===== src/rtl/core/ile_pkg.sv =====
// Shared types and constants for the indexed list engine.
package ile_pkg;

	// Default number of slots in the cell row
	localparam int unsigned CapacityDefault = 64;

	// Width of one stored value
	localparam int unsigned ValW = 32;

	// Command codes on the func field
	typedef enum logic [2:0] {
		FN_READ     = 3'd0,
		FN_INS_HEAD = 3'd1,
		FN_INS_TAIL = 3'd2,
		FN_INS_POS  = 3'd3,
		FN_DELETE   = 3'd4
	} func_t;

	// Result status codes
	typedef enum logic [1:0] {
		ST_DONE  = 2'd0,
		ST_RANGE = 2'd1,
		ST_FULL  = 2'd2
	} status_t;

	// Operation broadcast to every cell of the row
	typedef enum logic [1:0] {
		LOP_NONE   = 2'd0,
		LOP_INSERT = 2'd1,
		LOP_DELETE = 2'd2
	} list_op_t;

	// Decoded command from the controller
	typedef struct packed {
		list_op_t op;
		logic     rd_hit;
		logic     rd_miss;
		status_t  status;
	} cmd_t;

endpackage


===== src/rtl/core/ile_cell.sv =====
// One slot of the list: holds a value, loads, or takes a neighbor's value.
module ile_cell
	import ile_pkg::*;
#(
	parameter int unsigned CNT_W = 7,
	parameter int unsigned IDX   = 0
) (
	input  logic              clk,
	input  list_op_t          op,
	input  logic [CNT_W-1:0]  pos,
	input  logic [ValW-1:0]   new_value,
	input  logic [ValW-1:0]   left_value,
	input  logic [ValW-1:0]   right_value,
	output logic [ValW-1:0]   value_q,
	output logic [ValW-1:0]   rd_value
);

	localparam logic [CNT_W-1:0] IdxC = CNT_W'(IDX);

	logic [ValW-1:0] value_nxt;

	// Pick the next slot content from the broadcast operation
	always_comb begin
		value_nxt = value_q;
		case (op)
			LOP_INSERT: begin
				if (IdxC == pos) begin
					value_nxt = new_value;
				end else if (IdxC > pos) begin
					value_nxt = left_value;
				end
			end
			LOP_DELETE: begin
				if (IdxC >= pos) begin
					value_nxt = right_value;
				end
			end
			default: begin
				value_nxt = value_q;
			end
		endcase
	end

	// Hold the slot value
	always_ff @(posedge clk) begin
		value_q <= value_nxt;
	end

	// Drive this slot onto the read bus when addressed
	assign rd_value = (IdxC == pos) ? value_q : '0;

endmodule


===== config.mk =====
export PLATFORM = sky130hd
export DESIGN_NAME = ile_cell
export DESIGN_NICKNAME = d
export VERILOG_FILES = /design/src/rtl/core/ile_pkg.sv /design/src/rtl/core/ile_cell.sv
export SDC_FILE = /design/constraint.sdc
export NUM_CORES = 1
export LEC_CHECK = 0
export BUFFER_PORTS_ARGS = -buffer_cell sky130_fd_sc_hd__buf_2
export CORE_MARGIN = 10
export CORE_UTILIZATION = 30
export CTS_CLUSTER_SIZE = 20
export DETAILED_ROUTE_END_ITERATION = 7
export HOLD_SLACK_MARGIN = 0.08
export PLACE_DENSITY = 0.75
export REMOVE_ABC_BUFFERS = 1
export SLEW_MARGIN = 20
export SYNTH_ARGS = -nofsm -noshare
export SYNTH_HDL_FRONTEND = slang
export SYNTH_SLANG_ARGS = --single-unit
export TNS_END_PERCENT = 20

===== constraint.sdc =====
create_clock -name clk -period 3.97 [get_ports clk]
set_clock_uncertainty 0.1 [all_clocks]
set_input_delay 0.794 -clock clk [delete_from_list [all_inputs] [get_ports clk]]
set_output_delay 0.794 -clock clk [all_outputs]
set_load 0.01 [all_outputs]

Word-level counts from Yosys, hierarchy flattened:

Index checks and enable logic that the tools add are counted.
W data, S select, Z words.

* logic and storage cells: 15
* output and inout bits: 64
* register bits after elaboration: 32

* reduce and logical (&&, ||, !) cells: 3
* muxes and demuxes: 5
* equality and inequality tests: 4
* $lt $le $gt $ge: 2

Operators by type and width (count)
* $mux W32: 4
* $pmux W32 S2: 1
* $ge A1 B7 Y1 const A: 1
* $gt A1 B7 Y1 const A: 1
* $logic_not A7 Y1: 1
* $ne A3 B3 Y1 const B: 1
* $reduce_and A3 Y1: 1
* $eq A2 B1 Y1 const B: 1
* $eq A2 B2 Y1 const B: 1
* $ne A2 B2 Y1 const B: 1
* $reduce_bool A2 Y1: 1

Logic depth before layout (Yosys ltp):

* depth in word-level cells: 4
* mapped depth: 6

Worst setup path after synthesis:

Ideal clock, no wire load.

* path type: input -> register
* start: input pos[4]
* end: register value_q[0] (enable)
* arrival: 3.557 ns
* buffers on the path: 3
* stages on the path: 6
* path slack: -0.119 ns
* setup time: 0.432 ns
* path through: or4_4 buf_6 or2_1 buf_6 buf_6 a21oi_1

* longest elaborated chain between the ends: 3
* elaborated cells on any way between the ends: 6
* those cells by class: 2 x order compare; 2 x eq/ne; 2 x reduce/logical

RTL lines
* start: declaration: RTL line ile_cell.sv:10 `input logic [CNT_W-1:0] pos,`
* $gt A1 B7 Y1, or another cell as far along: RTL line ile_cell.sv:29 `end else if (IdxC > pos) begin`
* $ne A3 B3 Y1 (no line) or $ne A2 B2 Y1 (tied branches)
* $reduce_and A3 Y1 (no line) (*)
* end signal: assignment: RTL line ile_cell.sv:46 `value_q <= value_nxt;`
* end: declaration: RTL line ile_cell.sv:14 `output logic [ValW-1:0] value_q,`

Every way passes the cells marked *; elsewhere a longest branch is shown, timed or not.
A chain may end at the register's enable or synchronous reset.

Worst setup path after layout:

* start: input pos[4]
* end: output rd_value[29]

* longest elaborated chain between the ends: 2

RTL lines
* $logic_not A7 Y1: RTL line ile_cell.sv:50 `assign rd_value = (IdxC == pos) ? value_q : '0;`
* $mux W32: RTL line ile_cell.sv:50
* end: declaration: RTL line ile_cell.sv:15 `output logic [ValW-1:0] rd_value`

No other way between the ends.

==> results.json <==
{
  "post_cts.repair.setup_buffers": 0,
  "grt_pass1_vias": 2473,
  "first_iter_violations": 76,
  "grt_pass1_wl_mm": 12.3,
  "worst_ep_arrival_time_ns": 2.30,
  "cts_resized": 0,
  "critPathCapture": "rd_value[29]",
  "drv_cap": 0,
  "largest_reg_flops": 32,
  "syn_to_final_growth_pct": 48.1,
  "slowest_delay_ns": 0.53,
  "endpoint_kind": "primary output",
  "p_leak_nw": 1.44,
  "total_power_mw": 0.746,
  "diodes": 0,
  "internal_power_mw": 0.567,
  "reg.largest.list": "value_q (32)",
  "track_usage_pct": 13.7,
  "drc_errors": 0,
  "critPathKind": "in2out",
  "place_ws_ns": 0.702,
  "p_clk_share_pct": 31.4,
  "critPathSlowestCell": "or4_4",
  "maxSlewHeadroom_pct": 57.1,
  "hold_buffers": 0,
  "design.core.area_sq_mm": 0.00683,
  "setup_ws_ns": 0.772,
  "placed_area_sq_mm": 0.00304,
  "final.setup.tns_ns": 0,
  "fin_nets": 494,
  "die_h_um": 104,
  "ys_warn_count": 0,
  "grt_max_degree": 34,
  "syn-cell-area_sq_mm": 0.00211,
  "routedWlPerCell_um": 16.4,
  "ys_top_cells_by_area": "edfxtp_1 (46%), o211ai_1 (17%), nand2_1 (10%), and2_1 (9.5%), o211ai_2 (5.3%)",
  "netlist.area_leader.share_pct": 45.6,
  "drive_above_1_share_pct": 50.6,
  "maxSlewViolCount": 0,
  "peakVddDrop_mv": 0.0881,
  "h-tree-depth": 2,
  "start_kind": "primary input",
  "finalHoldViolCount": 0,
  "crit_top_cell": "buf_2",
  "ys_ff_latch": 32,
  "final_common_cell": "buf_2",
  "clkTransAtPathRegs_ns": 0.06,
  "finalSetupViolCount": 0,
  "num_rows": 30,
  "path_cells": "buf_2, or4_4, nor2_2, buf_4, and2_1, buf_2",
  "mostFrequentLayoutCells": "buf_2 (169), nand2_1 (56), o211ai_1 (47), and2_1 (32), edfxtp_1 (32)",
  "gp_congestion": 0.827,
  "yosys.area.top_type": "edfxtp_1",
  "drtAntennaViolNets": 0,
  "synth_cell_types": 19,
  "cp_data_required_time_ns": 3.08,
  "initial_core_util_pct": 30.9,
  "first_pass_iters": 5,
  "wl_mm": 7.97,
  "dp_hpwl_mm": 6.32,
  "numClockSinks": 32,
  "layout_worst_path_cycle_share_pct": 80.6,
  "p_sw_share_pct": 24.0,
  "die_w_um": 104,
  "die_area_sq_mm": 0.0108,
  "regMostFlops": "value_q",
  "yosysSeqAreaShare_pct": 45.6,
  "cts_buffer_depth": 2,
  "rsz0062_at_grt": "false",
  "powerDensity_mw_per_mm2": 239,
  "overflow": 0,
  "cts_tree": "built",
  "fmax_ghz": 0.313,
  "worst_pin_slew_ns": 0.643,
  "detail_route.vias_per_cell": 4.77,
  "crit_path_max_fanout": 10,
  "io_pins": 170,
  "numCtsBuffers": 5,
  "vias": 2314,
  "crit_start": "pos[4]",
  "synth_area_per_cell_sq_um": 9.25,
  "status": "completed",
  "port_buffers": 169,
  "final_cell_area_sq_mm": 0.00312,
  "antenna_found_initial": 0,
  "pwr-share-comb_pct": 18.1,
  "hold_class": "in2reg",
  "p_seq_share_pct": 50.5,
  "p_switching_mw": 0.179,
  "min_period_ns": 3.20,
  "cts_root_buffer": "clkbuf_8",
  "synth_cells": 228
}
## routing by layer
| metal | global-route usage [%] | vias up | wire [um] |
|---|---|---|---|
| met4 | 3.88 | 0 | 80 |
| li1 | - | 1153 | - |
| met1 | 14.2 | 1057 | 3230 |
| met3 | 4.28 | 5 | 592 |
| met5 | 0 | - | 0 |
| met2 | 25.6 | 99 | 4060 |
## critical path, delay by kind of cell
kind | cells | cell delay [ns]
simple gates | 3 | 1.02
buf+inv | 3 | 0.49
## cell usage after synthesis (all sizes together)
master,number
nand2b,2
a41oi,4
nor4,1
a21oi,5
o211ai,56
buf,4
o21ai,4
nor2,6
or2,1
and2,32
or4,1
clkbuf,21
edfxtp,32
nand2,56
nor2b,1
inv,1
or3,1
## cell families after synthesis
family          count (synthesis)  share of synthesized area [%]
compound gates                 69                           25.9
flops                          32                           45.6
simple gates                  101                           22.8
buf+inv                        26                           5.75
## power groups by stage
stage | registers [mW] | logic (mW) | clock network [mW]
final | 0.377 | 0.135 | 0.234
after global routing | 0.377 | 0.151 | 0.254
after CTS | 0.377 | 0.136 | 0.245
after detailed placement | 0.384 | 0.136 | 0
after global placement | 0.384 | 0.133 | 0
after floorplan | 0.385 | 0.0633 | 0
## cell type report
class | instances | area (sq um)
clock buffers | 7 | 76.3
clock inverters | 1 | 3.75
fillers | 655 | 3710
inverters | 1 | 3.75
multi-input cells | 170 | 1050
flip-flops and latches | 32 | 961
well taps | 96 | 120
repair buffers | 178 | 913
## worst min path at each step
stage	start	depth (start not counted)	end	slack, ns
6_report	right_value[25]	3	value_q[25]$_DFFE_PP_	0.71
5_1_grt	right_value[23]	3	value_q[23]$_DFFE_PP_	0.71
4_1_cts	right_value[25]	3	value_q[25]$_DFFE_PP_	0.70
3_5_place_dp	right_value[29]	3	value_q[29]$_DFFE_PP_	1.0
3_3_place_gp	right_value[29]	3	value_q[29]$_DFFE_PP_	0.99
2_1_floorplan	right_value[22]	2	value_q[22]$_DFFE_PP_	0.90
## through the flow
step	hold WS (ns)	util [%]	instances
3_5_place_dp	0.997	44.6	477
5_1_grt	0.713	45.7	485
4_1_cts	0.696	45.7	485
2_1_floorplan	0.900	-	203
6_report	0.706	45.7	485
3_3_place_gp	0.992	44.6	477
Note: power is estimated with default switching activity, not from simulation.
