[config.mk]
export PLATFORM = sky130hd
export DESIGN_NAME = ile_ctrl
export DESIGN_NICKNAME = d
export VERILOG_FILES = /design/src/rtl/core/ile_pkg.sv /design/src/rtl/core/ile_ctrl.sv
export SDC_FILE = /design/constraint.sdc
export NUM_CORES = 1
export LEC_CHECK = 0
export BUFFER_PORTS_ARGS = -buffer_cell sky130_fd_sc_hd__buf_2
export CORE_MARGIN = 8
export CORE_UTILIZATION = 54
export DETAILED_ROUTE_END_ITERATION = 10
export PLACE_DENSITY = 0.91
export SKIP_LAST_GASP = 1
export SYNTH_ARGS = -nofsm -noshare
export SYNTH_HDL_FRONTEND = slang
export SYNTH_SLANG_ARGS = --single-unit
[constraint.sdc]
create_clock -name vclk -period 4.8
set_clock_uncertainty 0.1 [all_clocks]
set_input_delay 0.24 -clock vclk [all_inputs]
set_output_delay 0.24 -clock vclk [all_outputs]
set_load 0.02 [all_outputs]
[src/rtl/core/ile_pkg.sv]
// Shared types and constants for the indexed list engine.
package ile_pkg;

	// Default number of slots in the cell row
	localparam int unsigned CapacityDefault = 64;

	// Width of one stored value
	localparam int unsigned ValW = 32;

	// Command codes on the func field
	typedef enum logic [2:0] {
		FN_READ     = 3'd0,
		FN_INS_HEAD = 3'd1,
		FN_INS_TAIL = 3'd2,
		FN_INS_POS  = 3'd3,
		FN_DELETE   = 3'd4
	} func_t;

	// Result status codes
	typedef enum logic [1:0] {
		ST_DONE  = 2'd0,
		ST_RANGE = 2'd1,
		ST_FULL  = 2'd2
	} status_t;

	// Operation broadcast to every cell of the row
	typedef enum logic [1:0] {
		LOP_NONE   = 2'd0,
		LOP_INSERT = 2'd1,
		LOP_DELETE = 2'd2
	} list_op_t;

	// Decoded command from the controller
	typedef struct packed {
		list_op_t op;
		logic     rd_hit;
		logic     rd_miss;
		status_t  status;
	} cmd_t;

endpackage

[src/rtl/core/ile_ctrl.sv]
// Command decode: range and full checks, target position and next count.
module ile_ctrl
	import ile_pkg::*;
#(
	parameter int unsigned CAPACITY = CapacityDefault,
	parameter int unsigned CNT_W    = $clog2(CAPACITY + 1)
) (
	input  logic [2:0]        func,
	input  logic [CNT_W-1:0]  position,
	input  logic [CNT_W-1:0]  count_q,
	output cmd_t              ctl,
	output logic [CNT_W-1:0]  op_pos,
	output logic [CNT_W-1:0]  count_nxt
);

	localparam logic [CNT_W-1:0] CapC = CNT_W'(CAPACITY);

	logic full;

	assign full = (count_q == CapC);

	// Decode the command against the current count
	always_comb begin
		ctl.op      = LOP_NONE;
		ctl.rd_hit  = 1'b0;
		ctl.rd_miss = 1'b0;
		ctl.status  = ST_DONE;
		op_pos      = position;
		case (func)
			FN_READ: begin
				if (position < count_q) begin
					ctl.rd_hit = 1'b1;
				end else begin
					ctl.rd_miss = 1'b1;
					ctl.status  = ST_RANGE;
				end
			end
			FN_INS_HEAD: begin
				op_pos = '0;
				if (full) begin
					ctl.status = ST_FULL;
				end else begin
					ctl.op = LOP_INSERT;
				end
			end
			FN_INS_TAIL: begin
				op_pos = count_q;
				if (full) begin
					ctl.status = ST_FULL;
				end else begin
					ctl.op = LOP_INSERT;
				end
			end
			FN_INS_POS: begin
				if (position > count_q) begin
					ctl.status = ST_RANGE;
				end else if (full) begin
					ctl.status = ST_FULL;
				end else begin
					ctl.op = LOP_INSERT;
				end
			end
			FN_DELETE: begin
				if (position >= count_q) begin
					ctl.status = ST_RANGE;
				end else begin
					ctl.op = LOP_DELETE;
				end
			end
			default: begin
				ctl.op = LOP_NONE;
			end
		endcase
	end

	// Advance the element count
	always_comb begin
		case (ctl.op)
			LOP_INSERT: count_nxt = count_q + CNT_W'(1);
			LOP_DELETE: count_nxt = count_q - CNT_W'(1);
			default:    count_nxt = count_q;
		endcase
	end

endmodule

Yosys cells after proc, flatten, opt, wreduce, memory -nomap -nowiden
Cells that the tools add are included.
Widths: inputs -> output; s select.

word-level totals
  output and inout bits = 20
  memory bits (read-only) = 0
  bits of input ports = 17
  memory bits (writable) = 0
  bits in latches = 0
  word-level logic and storage cells = 27
  memories = 0
  flip-flop bits (word level) = 0

cells by class
  equality and inequality tests = 7
  bitwise operators = 0
  $mul = 0
  shifts and indexed selects = 0
  divide/modulo/power cells = 0
  mux-type cells = 13
  add/sub/neg operators = 2
  reduce and logical (&&, ||, !) cells = 2
  magnitude comparators = 3

operator list
  cell                 number
  $pmux 7 s2           2
  $mux 2               5
  $pmux 2 s4           1
  $add 7x1->7 const B  1
  $eq 7x7->1 const B   1
  $ge 7x7->1           1
  $gt 7x7->1           1
  $lt 7x7->1           1
  $sub 7x1->7 const B  1
  $eq 3x2->1 const B   2
  $pmux 2 s3           1
  $eq 3x1->1 const B   1
  $eq 3x3->1 const B   1
  $logic_not 3->1      1
  $mux 1               3
  $mux 3               1
  $eq 2x1->1 const B   1
  $eq 2x2->1 const B   1
  $reduce_or 2->1      1

Depth between registers and ports, before layout
  depth after elaboration = 6
  depth in mapped cells = 15
  depth with buffers taken out = 15

Worst setup path after synthesis
Ideal clock, no wire load.

  kind = input to output
  from = in count_q[1]
  to = out count_nxt[6]
  path slack = 1.280 ns
  required time = 4.460 ns
  buffers on the path = 0
  arrival time = 3.180 ns
  stages on the path = 15
  cells stage by stage = inv_1 ha_1 nor2b_1 o211ai_2 a21oi_2 nor2_1 and4_1 ha_1 inv_1 fa_1 nor2b_4 o31a_1 mux2i_1 nand2_1 xnor2_1

RTL lines
  element             RTL line        source
  start: declaration  ile_ctrl.sv:10  input logic [CNT_W-1:0] count_q,
  end: declaration    ile_ctrl.sv:13  output logic [CNT_W-1:0] count_nxt

Worst setup path after layout
  from = in count_q[1]
  to = out count_nxt[6]

between the ends
  longest elaborated chain between the ends = 6
  elaborated cells on any way between the ends = 12
  classes of those cells = add/sub (2); order compare (2); eq/ne (3); mux (5)

RTL lines
  element                                             RTL line        source
  branches (longest 5 deep; another with $gt 7x7->1)  n/a
  $pmux 7 s2 *                                        ile_ctrl.sv:78  case (ctl.op)

Mark *: on every way between the ends.

==> impl_metrics.toml <==
[power]
intPower_uw = 44.2
finalPower_uw = 118
power_density_nw_per_um2 = 121
p_sw_share_pct = 62.6
p_comb_share_pct = 100.0
seq_power_share_pct = 0
power_leakage_nw = 0.518
switching_power_uw = 74.2
ir_drop_v = 0.0000745
p_clk_share_pct = 0

[floorplanning]
initial_core_util_pct = 59.0
die_area_um2 = 2930
die_w_um = 54.2
dieHeight_um = 54.2
core_um2 = 1330
io_pins = 37
rows = 13

[placement]
io_buffers = 37
globalplace.congestion = 0.888
dp_hpwl_mm = 2.09
pre_cts_slack_ns = 1.10
placed_area_um2 = 977
placedCellCount = 165

[sta]
worst-slew-pin-transition_ns = 0.594
fmax_mhz = 266
grt_setup_unrepaired = "false"
finalCritPeriodShare_pct = 78.4
period_needed_ns = 3.76
final-max-slew-violation-count = 0
maxSlewHeadroom_pct = 60.3
finalSetupViolCount = 0
finalSetupTns_ns = 0
timing.final.ws_setup_ns = 1.04
hold_viol_final = 0

[cts]
postCtsSetupBuffers = 0
cts_hold_buf = 0
ctsResizeCount = 0

[drt]
dr_total_vias = 986
drt_first_iter_violations = 44
wire_per_inst_um = 15.3
viasPerCell = 5.98
drt-total-wl_mm = 2.52
first_pass_iters = 4
route.detailed.drc = 0
ant_nets = 0

[min_path]
worst_hold_path_type = "input pin to output pin"
hold_depth = 4

[finish]
fillers = 115
regArea_um2 = 0
instances_no_fill = 165
seq_cells = 0
diodes = 0
nets = 183
clkbuf_count = 0
syn2layout_area_growth_pct = 24.2
stdcell_area_um2 = 977
drive_gt1_share_pct = 28.7

[run_status]
status = "complete, no violations"

[logic_synthesis]
syn_area_um2 = 787
ys_seq_area_share_pct = 0
synth_cells = 116
yosysUniqueCellTypes = 34
synth_nets = 147
yosys_warnings = 0
avgSynthCellArea_um2 = 6.78

[global_routing]
grt_pass1_wl_mm = 4.16
grt_usage_pct = 17.3
grt_max_degree = 16
antenna_found_initial = 0
first_global_vias = 954
grt_overflow = 0

[worst_setup_path]
crit_required_ns = 4.46
crit_arrival_ns = 3.42
crit_path_end_kind = "output pin"
worstSetupPathType = "input pin to output pin"
worstPathMaxFanout = 9
critical_path.startpoint_type = "input pin"

[job]
maxCapViolations = 0
cells by family after synthesis:
logic type | after synthesis | synth area share (%)
AOI/OAI and AO/OA | 35 | 27.5
xor gates and xnor gates | 5 | 5.57
adders and majority gates | 14 | 23.2
buffers and inverters | 14 | 6.99
muxes | 2 | 2.54
and+or+nand+nor | 46 | 34.2
area by class of cell:
type	count	area, um2	share of cell area [%]
tap	15	18.8	1.92
multi-input combinational	102	732	74.9
inverter	11	41.3	4.23
timing repair buffer	37	185	19.0
routing by layer:
metal / up-vias / part of all wire [%] / GRT usage [%]
li1: 488 / - / -
met1: 449 / 43 / 21.9
met2: 41 / 49 / 31.9
met3: 8 / 6.5 / 0.826
met4: 0 / 1.5 / 2.05
met5: - / 0 / 0
power by group through the flow:
stage	clock network, mW	registers (mW)	logic, mW
after floorplan	0	0	0.0786
after global placement	0	0	0.114
after detailed placement	0	0	0.118
after CTS	0	0	0.118
after global routing	0	0	0.131
final	0	0	0.118
worst paths after layout:
| check | start | slack, ns | to |
|---|---|---|---|
| max | count_q[1] | 1.04 | count_nxt[6] |
| min | position[0] | 0.72 | op_pos[0] |
metrics by stage:
| step | hold WS [ns] | utilization (%) |
|---|---|---|
| floorplan | 0.416 | - |
| global placement | 0.711 | 73.3 |
| detailed placement | 0.726 | 73.3 |
| CTS | 0.727 | 73.3 |
| global route | 0.752 | 73.3 |
| finish | 0.723 | 73.3 |
synth_stat cells (all sizes together):
library cell	count	share of area, %
fa	1	2.5
nand2	15	7.2
o21a	1	0.95
nor4	4	3.2
nor3	2	1.3
a21o	2	1.9
buf	2	1.3
nor2	5	2.4
xnor2	3	3.3
o31ai	1	0.95
inv	11	5.2
ha	13	21
o211ai	1	1.6
a2bb2oi	1	1.1
nor4bb	2	4.5
and4	1	1.1
mux2i	2	2.5
nand4	2	1.6
or2	1	0.80
clkbuf	1	0.48
o2111ai	1	1.9
o21ai	13	8.3
and2	1	0.80
a21oi	13	8.7
o31a	1	1.1
nor3b	2	1.9
o21bai	1	0.95
xor2	2	2.2
and3	1	0.80
nand3	1	0.64
nor2b	9	8.1
worst max-delay path, cell delays in order:
cell      delay [ns]
buf_2           0.12
inv_1           0.09
ha_1            0.29
nor2b_1         0.14
o211ai_2        0.15
a21oi_2         0.09
nor2_1          0.17
and4_1          0.24
ha_1            0.35
inv_1           0.14
fa_1            0.47
nor2b_4         0.15
o31a_1          0.16
mux2i_1         0.20
nand2_1         0.09
xnor2_1         0.14
buf_2           0.19
placed cells by master (no fill, tap or decap), drive strengths merged, types with 2 or more instances in the layout:
| cell type | Yosys | final |
|---|---|---|
| nor2 | 5 | 5 |
| nor3 | 2 | 2 |
| o21ai | 13 | 13 |
| ha | 13 | 13 |
| a21oi | 13 | 13 |
| a21o | 2 | 2 |
| xnor2 | 3 | 3 |
| nor4bb | 2 | 2 |
| mux2i | 2 | 2 |
| nor4 | 4 | 4 |
| xor2 | 2 | 2 |
| nor3b | 2 | 2 |
| nand4 | 2 | 2 |
| buf | 2 | 37 |
| inv | 11 | 11 |
| nor2b | 9 | 9 |
| nand2 | 15 | 15 |
Power figures use the tool's default switching activity.
